<file path="config.mk">
export PLATFORM = sky130hd
export DESIGN_NAME = ubx_position_frame_parser_unit
export DESIGN_NICKNAME = d
export VERILOG_FILES = /design/src/hdl/ubx_pkg.sv /design/src/hdl/ubx_payload_ram.sv /design/src/hdl/ubx_course_div.sv /design/src/hdl/ubx_position_frame_parser_unit.sv
export VERILOG_INCLUDE_DIRS = /design/src /design/src/hdl
export SDC_FILE = /design/constraint.sdc
export NUM_CORES = 2
export LEC_CHECK = 0
export CAP_MARGIN = 10
export CORE_ASPECT_RATIO = 0.7
export CORE_MARGIN = 2
export CORE_UTILIZATION = 56
export CTS_CLUSTER_SIZE = 24
export DETAILED_ROUTE_END_ITERATION = 8
export DONT_BUFFER_PORTS = 1
export PLACE_DENSITY = 0.83
export SLEW_MARGIN = 40
export SYNTH_ARGS = -nofsm -noshare
export SYNTH_HDL_FRONTEND = slang
export SYNTH_SLANG_ARGS = --single-unit
export TNS_END_PERCENT = 30
</file>
<file path="constraint.sdc">
create_clock -name clock -period 19.4 [get_ports clock]
set_input_delay 0 -clock clock [delete_from_list [all_inputs] [get_ports clock]]
set_output_delay 0 -clock clock [all_outputs]
set_load 0.01 [all_outputs]
</file>
<file path="src/hdl/ubx_position_frame_parser_unit_macros.svh">
// ----------------------------------------------------------------------------
// Assertion macros for the UBX position frame parser
// Shorthand for the concurrent checks at the end of the top level.
// ----------------------------------------------------------------------------
`ifndef UBX_POSITION_FRAME_PARSER_UNIT_MACROS_SVH
`define UBX_POSITION_FRAME_PARSER_UNIT_MACROS_SVH

// Checks a property on every clock edge outside reset.
`define UBX_ASSERT(label, clk, rst, prop, msg) \
   label: assert property (@(posedge clk) disable iff (rst) (prop)) else $error(msg);

// Checks a property on every clock edge, including the reset cycles.
`define UBX_ASSERT_ALWAYS(label, clk, prop, msg) \
   label: assert property (@(posedge clk) (prop)) else $error(msg);

`endif

</file>
<file path="src/hdl/ubx_pkg.sv">
// ----------------------------------------------------------------------------
// UBX position frame parser package
// Shared constants, types and helpers of the parser.
// ----------------------------------------------------------------------------
package ubx_pkg;

   localparam int PAYLOAD_LEN = 92;
   localparam int HDR_LEN     = 6;
   localparam int NUM_FIELDS  = 19;

   localparam logic [6:0] POS_SUM_A = 7'd98;
   localparam logic [6:0] POS_SUM_B = 7'd99;

   localparam logic [7:0] STUCK_LIMIT_RESET = 8'd20;

   typedef logic [6:0] addr_type;

   // Header byte expected at each header position.
   function automatic logic [7:0] hdr_byte(input logic [2:0] pos);
      logic [7:0] b;
      case (pos)
         3'd0:    b = 8'hB5;
         3'd1:    b = 8'h62;
         3'd2:    b = 8'h01;
         3'd3:    b = 8'h07;
         3'd4:    b = 8'h5C;
         default: b = 8'h00;
      endcase
      return b;
   endfunction

   // Per field: payload offset of the first byte, byte count, and sign.
   typedef struct packed {
      logic [6:0] offset;
      logic [2:0] nbytes;
      logic       sext;
   } fdesc_type;

   function automatic fdesc_type field_desc(input logic [4:0] id);
      fdesc_type d;
      d.sext = 1'b0;
      d.nbytes = 3'd4;
      case (id)
         5'd0:    d.offset = 7'd0;
         5'd1:    begin d.offset = 7'd4;  d.nbytes = 3'd2; end
         5'd2:    begin d.offset = 7'd6;  d.nbytes = 3'd1; end
         5'd3:    begin d.offset = 7'd7;  d.nbytes = 3'd1; end
         5'd4:    begin d.offset = 7'd8;  d.nbytes = 3'd1; end
         5'd5:    begin d.offset = 7'd9;  d.nbytes = 3'd1; end
         5'd6:    begin d.offset = 7'd10; d.nbytes = 3'd1; end
         5'd7:    begin d.offset = 7'd20; d.nbytes = 3'd1; end
         5'd8:    begin d.offset = 7'd23; d.nbytes = 3'd1; end
         5'd9:    d.offset = 7'd24;
         5'd10:   d.offset = 7'd28;
         5'd11:   d.offset = 7'd36;
         5'd12:   d.offset = 7'd48;
         5'd13:   d.offset = 7'd52;
         5'd14:   d.offset = 7'd56;
         5'd15:   d.offset = 7'd60;
         5'd16:   d.offset = 7'd64;
         5'd17:   begin d.offset = 7'd76; d.nbytes = 3'd2; d.sext = 1'b1; end
         default: begin d.offset = 7'd0;  d.nbytes = 3'd0; end
      endcase
      return d;
   endfunction

endpackage

</file>
<file path="src/hdl/ubx_payload_ram.sv">
// ----------------------------------------------------------------------------
// UBX payload memory
// Single-port-write, single-read synchronous byte memory with a registered read.
// ----------------------------------------------------------------------------
module ubx_payload_ram #(
   parameter int DEPTH = 92
) (
   input  logic                     clock,
   input  logic                     wr_en,
   input  logic [$clog2(DEPTH)-1:0] wr_addr,
   input  logic [7:0]               wr_data,
   input  logic [$clog2(DEPTH)-1:0] rd_addr,
   output logic [7:0]               rd_data
);
   logic [7:0] mem [DEPTH];
   logic [7:0] rd_data_ff;

   always_ff @(posedge clock) begin
      if (wr_en) begin
         mem[wr_addr] <= wr_data;
      end
      rd_data_ff <= mem[rd_addr];
   end

   assign rd_data = rd_data_ff;
endmodule

</file>
<file path="src/hdl/ubx_course_div.sv">
// ----------------------------------------------------------------------------
// UBX course divider
// Signed 32-bit division by 10000, truncated toward zero, by reciprocal
// multiplication of the magnitude: the magnitude is registered, then the product.
// ----------------------------------------------------------------------------
module ubx_course_div (
   input  logic        clock,
   input  logic        reset,
   input  logic        start,
   input  logic [31:0] dividend,
   output logic        busy,
   output logic [31:0] quotient
);
   // For every magnitude below 2^32, m / 10000 equals (m * RECIP) >> 45.
   localparam logic [31:0] RECIP = 32'hD1B71759;

   logic        busy_ff, busy_in;
   logic [31:0] mag_ff,  mag_in;
   logic        neg_ff,  neg_in;
   logic [63:0] prod_ff, prod_in;
   logic [31:0] q_mag;

   always_comb begin
      busy_in = 1'b0;
      mag_in  = mag_ff;
      neg_in  = neg_ff;
      prod_in = prod_ff;
      if (start) begin
         neg_in  = dividend[31];
         mag_in  = dividend[31] ? (~dividend + 32'd1) : dividend;
         busy_in = 1'b1;
      end else if (busy_ff) begin
         prod_in = 64'(mag_ff) * 64'(RECIP);
      end
   end

   always_ff @(posedge clock) begin
      if (reset) begin
         busy_ff <= 1'b0;
      end else begin
         busy_ff <= busy_in;
      end
      mag_ff  <= mag_in;
      neg_ff  <= neg_in;
      prod_ff <= prod_in;
   end

   assign q_mag    = {13'd0, prod_ff[63:45]};
   assign busy     = busy_ff;
   assign quotient = neg_ff ? (~q_mag + 32'd1) : q_mag;
endmodule

</file>
<file path="src/hdl/ubx_position_frame_parser_unit.sv">
// ----------------------------------------------------------------------------
// UBX position frame parser
// Hunts navigation frames in a byte stream, checks their Fletcher sums and
// emits nineteen tagged fields for each good frame.
// ----------------------------------------------------------------------------
//  Channel | Direction | Ports
//  req     | in        | req_valid, req_stall, req_rx_byte
//  rsp     | out       | rsp_valid, rsp_stall, rsp_field_id, rsp_field_value,
//          |           | rsp_last_of_frame
//  csr     | in/out    | APB: psel, penable, pwrite, paddr, pwdata, prdata, pready
//
// A byte is taken whenever req_valid is high while a frame is being collected.
// After the second sum byte of a good frame the block stops taking bytes and
// emits its results: each field is gathered from the payload memory one byte
// per cycle and then loaded into the result register; the course first passes
// through the divider, and the stuck flag needs no memory read. Output stalls
// hold back the results.
// Reset is synchronous and active high; the payload memory is not cleared.
// A stall on the result channel holds the result register and the sequencer.
// ----------------------------------------------------------------------------
module ubx_position_frame_parser_unit (
   input  logic        clock,
   input  logic        reset,
   input  logic        req_valid,
   output logic        req_stall,
   input  logic [7:0]  req_rx_byte,
   output logic        rsp_valid,
   input  logic        rsp_stall,
   output logic [4:0]  rsp_field_id,
   output logic signed [31:0] rsp_field_value,
   output logic        rsp_last_of_frame,
   input  logic        psel,
   input  logic        penable,
   input  logic        pwrite,
   input  logic [1:0]  paddr,
   input  logic [31:0] pwdata,
   output logic [31:0] prdata,
   output logic        pready
);
   import ubx_pkg::*;
   `include "ubx_position_frame_parser_unit_macros.svh"

   localparam int AW = $clog2(PAYLOAD_LEN);

   localparam logic [2:0] ST_RX    = 3'd0;  // collecting bytes
   localparam logic [2:0] ST_FETCH = 3'd1;  // reading field bytes
   localparam logic [2:0] ST_DIV   = 3'd2;  // waiting on the divider
   localparam logic [2:0] ST_OUT   = 3'd3;  // result register loaded, next field

   // Configuration register.
   logic [7:0] stuck_limit_ff;
   logic       csr_wr;
   assign csr_wr = psel && penable && pwrite && pready;
   assign pready = 1'b1;
   assign prdata = (paddr == 2'd0) ? {24'd0, stuck_limit_ff} : 32'd0;

   always_ff @(posedge clock) begin
      if (reset) begin
         stuck_limit_ff <= STUCK_LIMIT_RESET;
      end else if (csr_wr && paddr == 2'd0) begin
         stuck_limit_ff <= pwdata[7:0];
      end
   end

   // Control and frame state.
   logic [2:0]  state_ff,   state_in;
   logic [6:0]  pos_ff,     pos_in;
   logic [7:0]  sum_a_ff,   sum_a_in;
   logic [7:0]  sum_b_ff,   sum_b_in;
   logic [4:0]  fid_ff,     fid_in;
   logic [2:0]  bcnt_ff,    bcnt_in;   // bytes requested for current field
   logic        rd_pend_ff, rd_pend_in;
   logic [31:0] acc_ff,     acc_in;
   logic [31:0] lon_ff,     lon_in;
   logic [31:0] last_lon_ff, last_lon_in;
   logic [31:0] last_lat_ff, last_lat_in;
   logic [7:0]  scnt_ff,    scnt_in;
   logic        sflag_ff,   sflag_in;
   logic        ovalid_ff,  ovalid_in;
   logic [4:0]  oid_ff,     oid_in;
   logic [31:0] oval_ff,    oval_in;
   logic        olast_ff,   olast_in;
   logic        div_started_ff, div_started_in;

   logic        take;
   logic        ram_we;
   logic [AW-1:0] ram_wa, ram_ra;
   logic [7:0]  ram_rd;
   logic        div_start, div_busy;
   logic [31:0] div_q;
   fdesc_type   desc;
   logic [31:0] fval;
   logic        out_free;
   logic [8:0]  cnt_inc;
   logic        rsp_held;
   logic [37:0] rsp_bus;

   assign desc      = field_desc(fid_ff);
   assign req_stall = (state_ff != ST_RX);
   assign take      = req_valid && !req_stall;
   assign out_free  = !ovalid_ff || !rsp_stall;
   assign ram_we    = take && pos_ff >= 7'(HDR_LEN) && pos_ff < POS_SUM_A;
   assign ram_wa    = AW'(pos_ff - 7'(HDR_LEN));
   assign ram_ra    = AW'(desc.offset + 7'(bcnt_ff));
   assign cnt_inc   = {1'b0, scnt_ff} + 9'd1;

   ubx_payload_ram #(.DEPTH(PAYLOAD_LEN)) u_ram (
      .clock(clock), .wr_en(ram_we), .wr_addr(ram_wa), .wr_data(req_rx_byte),
      .rd_addr(ram_ra), .rd_data(ram_rd)
   );

   ubx_course_div u_div (
      .clock(clock), .reset(reset), .start(div_start), .dividend(acc_ff),
      .busy(div_busy), .quotient(div_q)
   );

   // Gathered value, extended by field size.
   always_comb begin
      case (desc.nbytes)
         3'd1:    fval = {24'd0, acc_ff[31:24]};
         3'd2:    fval = desc.sext ? {{16{acc_ff[31]}}, acc_ff[31:16]}
                                   : {16'd0, acc_ff[31:16]};
         default: fval = acc_ff;
      endcase
   end

   always_comb begin
      state_in = state_ff;  pos_in = pos_ff;  sum_a_in = sum_a_ff;  sum_b_in = sum_b_ff;
      fid_in = fid_ff;  bcnt_in = bcnt_ff;  rd_pend_in = 1'b0;  acc_in = acc_ff;
      lon_in = lon_ff;  last_lon_in = last_lon_ff;  last_lat_in = last_lat_ff;
      scnt_in = scnt_ff;  sflag_in = sflag_ff;
      ovalid_in = ovalid_ff && rsp_stall;
      oid_in = oid_ff;  oval_in = oval_ff;  olast_in = olast_ff;
      div_start = 1'b0;  div_started_in = div_started_ff;
      case (state_ff)
         ST_RX: begin
            if (take) begin
               if (pos_ff < 7'(HDR_LEN)) begin
                  if (req_rx_byte == hdr_byte(pos_ff[2:0])) begin
                     if (pos_ff == 7'd0) begin
                        sum_a_in = '0;  sum_b_in = '0;
                     end else if (pos_ff >= 7'd2) begin
                        sum_a_in = sum_a_ff + req_rx_byte;
                        sum_b_in = sum_b_ff + sum_a_in;
                     end
                     pos_in = pos_ff + 7'd1;
                  end else begin
                     pos_in = (req_rx_byte == hdr_byte(3'd0)) ? 7'd1 : 7'd0;
                     sum_a_in = '0;  sum_b_in = '0;
                  end
               end else if (pos_ff < POS_SUM_A) begin
                  sum_a_in = sum_a_ff + req_rx_byte;
                  sum_b_in = sum_b_ff + sum_a_in;
                  pos_in = pos_ff + 7'd1;
               end else if (pos_ff == POS_SUM_A) begin
                  sum_a_in = sum_a_ff ^ req_rx_byte;
                  pos_in = POS_SUM_B;
               end else begin
                  pos_in = '0;  sum_a_in = '0;  sum_b_in = '0;
                  if (sum_a_ff == 8'd0 && sum_b_ff == req_rx_byte) begin
                     state_in = ST_FETCH;
                     fid_in = '0;  bcnt_in = '0;  div_started_in = 1'b0;
                  end
               end
            end
         end
         ST_FETCH: begin
            // Read address issued this cycle; data of the previous read lands.
            if (rd_pend_ff) begin
               acc_in = {ram_rd, acc_ff[31:8]};
            end
            if (bcnt_ff != desc.nbytes) begin
               bcnt_in = bcnt_ff + 3'd1;
               rd_pend_in = 1'b1;
            end else if (!rd_pend_ff) begin
               if (fid_ff == 5'd16 && !div_started_ff) begin
                  div_start = 1'b1;
                  div_started_in = 1'b1;
                  state_in = ST_DIV;
               end else begin
                  state_in = ST_OUT;
               end
            end
         end
         ST_DIV: begin
            if (!div_busy) state_in = ST_OUT;
         end
         default: begin
            if (out_free) begin
               ovalid_in = 1'b1;
               oid_in = fid_ff;
               olast_in = (fid_ff == 5'(NUM_FIELDS - 1));
               case (fid_ff)
                  5'd9:  begin oval_in = fval;  lon_in = fval; end
                  5'd10: begin
                     oval_in = fval;
                     if (lon_ff == last_lon_ff && fval == last_lat_ff && lon_ff != 32'd0) begin
                        if (cnt_inc >= {1'b0, stuck_limit_ff}) begin
                           scnt_in = stuck_limit_ff;
                           sflag_in = 1'b1;
                        end else begin
                           scnt_in = cnt_inc[7:0];
                        end
                     end else begin
                        scnt_in = '0;
                        sflag_in = 1'b0;
                     end
                     last_lon_in = lon_ff;
                     last_lat_in = fval;
                  end
                  5'd16:   oval_in = div_q;
                  5'd18:   oval_in = {31'd0, sflag_ff};
                  default: oval_in = fval;
               endcase
               bcnt_in = '0;
               if (fid_ff == 5'(NUM_FIELDS - 1)) begin
                  state_in = ST_RX;
               end else begin
                  fid_in = fid_ff + 5'd1;
                  state_in = ST_FETCH;
               end
            end
         end
      endcase
   end

   always_ff @(posedge clock) begin
      if (reset) begin
         state_ff <= ST_RX;  pos_ff <= '0;  sum_a_ff <= '0;  sum_b_ff <= '0;
         rd_pend_ff <= 1'b0;  last_lon_ff <= '0;  last_lat_ff <= '0;
         scnt_ff <= '0;  sflag_ff <= 1'b0;  ovalid_ff <= 1'b0;  div_started_ff <= 1'b0;
      end else begin
         state_ff <= state_in;  pos_ff <= pos_in;  sum_a_ff <= sum_a_in;
         sum_b_ff <= sum_b_in;  rd_pend_ff <= rd_pend_in;  last_lon_ff <= last_lon_in;
         last_lat_ff <= last_lat_in;  scnt_ff <= scnt_in;  sflag_ff <= sflag_in;
         ovalid_ff <= ovalid_in;  div_started_ff <= div_started_in;
      end
      fid_ff <= fid_in;  bcnt_ff <= bcnt_in;  acc_ff <= acc_in;  lon_ff <= lon_in;
      oid_ff <= oid_in;  oval_ff <= oval_in;  olast_ff <= olast_in;
   end

   assign rsp_valid         = ovalid_ff;
   assign rsp_field_id      = oid_ff;
   assign rsp_field_value   = oval_ff;
   assign rsp_last_of_frame = olast_ff;

   assign rsp_held = rsp_valid && rsp_stall;
   assign rsp_bus  = {rsp_field_id, rsp_field_value, rsp_last_of_frame};

   // Bytes are never taken while a frame's results are being produced.
   `UBX_ASSERT(a_no_take_busy, clock, reset, (state_ff != ST_RX) |-> !take, "byte taken while busy")
   // A held result must stay put under stall.
   `UBX_ASSERT(a_hold, clock, reset, rsp_held |=> $stable(rsp_bus), "result changed under stall")
   // The frame counter never passes the second sum byte.
   `UBX_ASSERT(a_pos_range, clock, reset, (pos_ff <= POS_SUM_B), "frame position out of range")
   // The configuration port never inserts wait states.
   `UBX_ASSERT_ALWAYS(a_pready, clock, pready, "configuration port not ready")
endmodule
</file>
==> qor.csv <==
metric,value,unit
status,"finished, final reports clean",
vias_per_cell,6.476,
slowest_delay,0.85,ns
syn_to_final_growth,8.242,%
syn_avg_cell_area,13.77,um2
layoutNonFillerInstCount,5916,
dominantRegCellSynth,edfxtp_1,
cts_max_level,3,
syn_inst,4402,
timing.final.crit_period,8.035,ns
setup_viol,0,
pre_cts_ws,11.56,ns
rows,100,
critPathLaunchType,register,
nNetsFinal,5316,
p_clk_share,42.3,%
drv_cap,0,
synth-edff-count,898,
pin_count,122,
synth_top_area_share,44.47,%
switching_share,21.74,%
ys_ff_latch,1016,
synth.most_common_cell,edfxtp_1,
leakage,24.96,nW
skew,0.07825,ns
antenna_found_initial,6,
grt_pass1_vias,39090,
grt-busiest-layer,met2,
peakVddDrop,0.00009605,V
fin_ws,11.36,ns
synthTopCellsByArea,"edfxtp_1 (44%), fa_1 (14%), ha_1 (8.8%)",
drc_errors,0,
netlist_area,60630,um2
drive_gt1_share,11.12,%
die_area,111000,um2
final_area,65630,um2
place_area,62070,um2
core_area,106900,um2
cts.sinks,1016,
required,19.79,ns
hpwl,110800,um
ant_nets,0,
cp_slowest_cell,edfxtp_1,
cp_num_buf_inv,2,
fillers,7517,
crit_family,adder cells,
first_pass_iters,6,
final_core_util,61.42,%
die_h,279.3,um
route.vias.total,38310,
cp_max_fo,11,
worst_path_most_repeated_cell,fa_1,
timing.hold.ws,0.05498,ns
hold_viol,0,
seqPwrFrac,56.0,%
gr-usage-met2,47.65,%
cts_buffer_depth,3,
initial_core_util,56.74,%
cts_buffers,88,
p_comb_share,1.7,%
routed_wl,169400,um
p_switching,0.9203,mW
tightest_slew,1.009,ns
grt_first_pass_wirelength,255100,um
use_met3,8.492,%
grt_max_degree,107,
worstSkewPairLatency,0.73,ns
yosysTopAreaCell,edfxtp_1,
met1_usage,42.32,%
cts.clk_slew.worst_paths,0.08,ns
total_power,4.232,mW
endpoint_kind,register,
async_reset_ff_share,0,%
cts_resized,0,
ys_seq_area_share,48.37,%
cts_root_buf,clkbuf_16,
drt-initial-drc-count,5600,
fp.dieW,397.3,um
final.setup.tns,0,ns
slew_headroom,32.74,%
power_density,64.49,nW/um2
port_buffers,0,
dp_cells,5706,
arrival,8.43,ns
synth_cell_types,92,
path_cells,ha_1 > xor2_1 > ha_1 > fa_1 > fa_1 > fa_1 > fa_1 > fa_1 > inv_1 > fa_1 > inv_1 > ha_1 > nand3_1 > nor3_1 > and3_1 > nand3_1 > a311o_1 > and3b_1 > nor2_1 > a31o_2 > a21oi_1 > xnor2_1,
post-route-period-util,41.42,%
ys_warn_count,0,
gp_congestion,0.9839,
rsz0062_at_grt,false,
synthTopCellsByCount,"edfxtp_1 (898), inv_1 (617), fa_1 (429)",
hold_path_class,primary input to register,
track_usage,31.09,%
wire_per_inst,28.64,um
fmax,124.5,MHz
final_max_slew_viol_count,0,
cts_tree,yes,
overflow,0,
critical_path_class,register to register,
p_int,3.312,mW
[final timing paths]
check                                  start  cells after the start  slack (ns)                     endpoint
hold reg to reg     u_ram.rd_data[3]$_DFF_P_                      0        0.41         acc_ff[27]$_DFFE_PP_
setup / recovery  u_div.mag_ff[12]$_DFFE_PP_                     22       11.36  u_div.prod_ff[63]$_DFFE_PP_
hold / removal                req_rx_byte[4]                      7        0.05       pos_ff[0]$_SDFFE_PP0P_
setup reg to reg  u_div.mag_ff[12]$_DFFE_PP_                     22       11.36  u_div.prod_ff[63]$_DFFE_PP_
[registers in the layout, indices dropped and copies added (netlist names), 5 cells and up]
signal	cells
scnt_ff	8
acc_ff	32
stuck_limit_ff	8
rsp_field_value	32
u_div.mag_ff	32
rsp_field_id	5
u_div.prod_ff	19
fid_ff	5
last_lon_ff	32
u_ram.rd_data	8
sum_a_ff	8
last_lat_ff	32
lon_ff	32
pos_ff	7
sum_b_ff	8
u_ram.mem	736
[placed cells by master (no fill, tap or decap), types with 19 or more instances in the layout]
cell type and count:
a211oi_1 60, a21o_1 43, a21oi_1 157, and2_1 28
and3_1 20, buf_4 38, clkbuf_16 88, clkinv_1 20
conb_1 25, dfxtp_1 118, dlygate4sd3_1 32, edfxtp_1 898
fa_1 428, ha_1 425, inv_1 617, mux2i_1 22
mux4_2 232, nand2_1 183, nand2b_1 22, nand3_1 39
nand4_1 28, nor2_1 229, nor2_2 27, nor2b_1 19
nor3_1 30, nor4_1 37, o21ai_0 100, o22ai_1 29
xnor2_1 85, xor2_1 86
[layer usage]
metal	vias to the layer above	share of wire, %
li1	15760	-
met4	6	4.9
met5	-	0.019
met2	2868	46
met3	560	13
met1	19110	37
[final cells by class]
cell class | count | area, um2 | share of cell area (%)
Tap cell | 1428 | 1787 | 2.722
Multi-Input combinational cell | 2601 | 28350 | 43.20
Sequential cell | 1016 | 29330 | 44.69
Inverter | 617 | 2316 | 3.529
Antenna cell | 2 | 5.005 | 0.007626
Clock inverter | 53 | 505.5 | 0.7702
Clock buffer | 111 | 2338 | 3.563
Timing Repair Buffer | 88 | 997.2 | 1.519
[worst reg2reg max path: stages, from the launching register on]
cell	delay (ns)
edfxtp_1	0.85
ha_1	0.42
xor2_1	0.66
ha_1	0.38
fa_1	0.49
fa_1	0.46
fa_1	0.64
fa_1	0.47
fa_1	0.50
inv_1	0.05
fa_1	0.47
inv_1	0.05
ha_1	0.37
nand3_1	0.13
nor3_1	0.26
and3_1	0.28
nand3_1	0.08
a311o_1	0.34
and3b_1	0.22
nor2_1	0.20
a31o_2	0.21
a21oi_1	0.09
xnor2_1	0.14
[repair_timing]
item | 4_1_cts | 5_1_grt
hold buffers | 41 | 0
endpoints found under the hold margin | 892 | 0
setup buffers | 0 | 0
[cells by family after synthesis]
group | count (synthesis) | synth area share (%)
adder cells (fa/ha/maj) | 855 | 22.96
multiplexers | 257 | 9.036
buffers and inverters | 808 | 5.297
XOR/XNOR | 175 | 2.528
flip-flops | 1016 | 48.37
other | 2 | 0.01239
AND/OR/NAND/NOR | 748 | 5.955
AO/OA/AOI/OAI | 541 | 5.846
[power groups by stage]
stage	logic (mW)	registers, mW	clock network [mW]
6_report	0.0713	2.37	1.79
5_1_grt	0.0747	2.37	1.85
4_1_cts	0.0676	2.37	1.77
3_5_place_dp	0.0242	2.42	0
3_3_place_gp	0.0229	2.42	0
2_1_floorplan	0.0274	2.42	0
(Power assumes the default switching activity.)
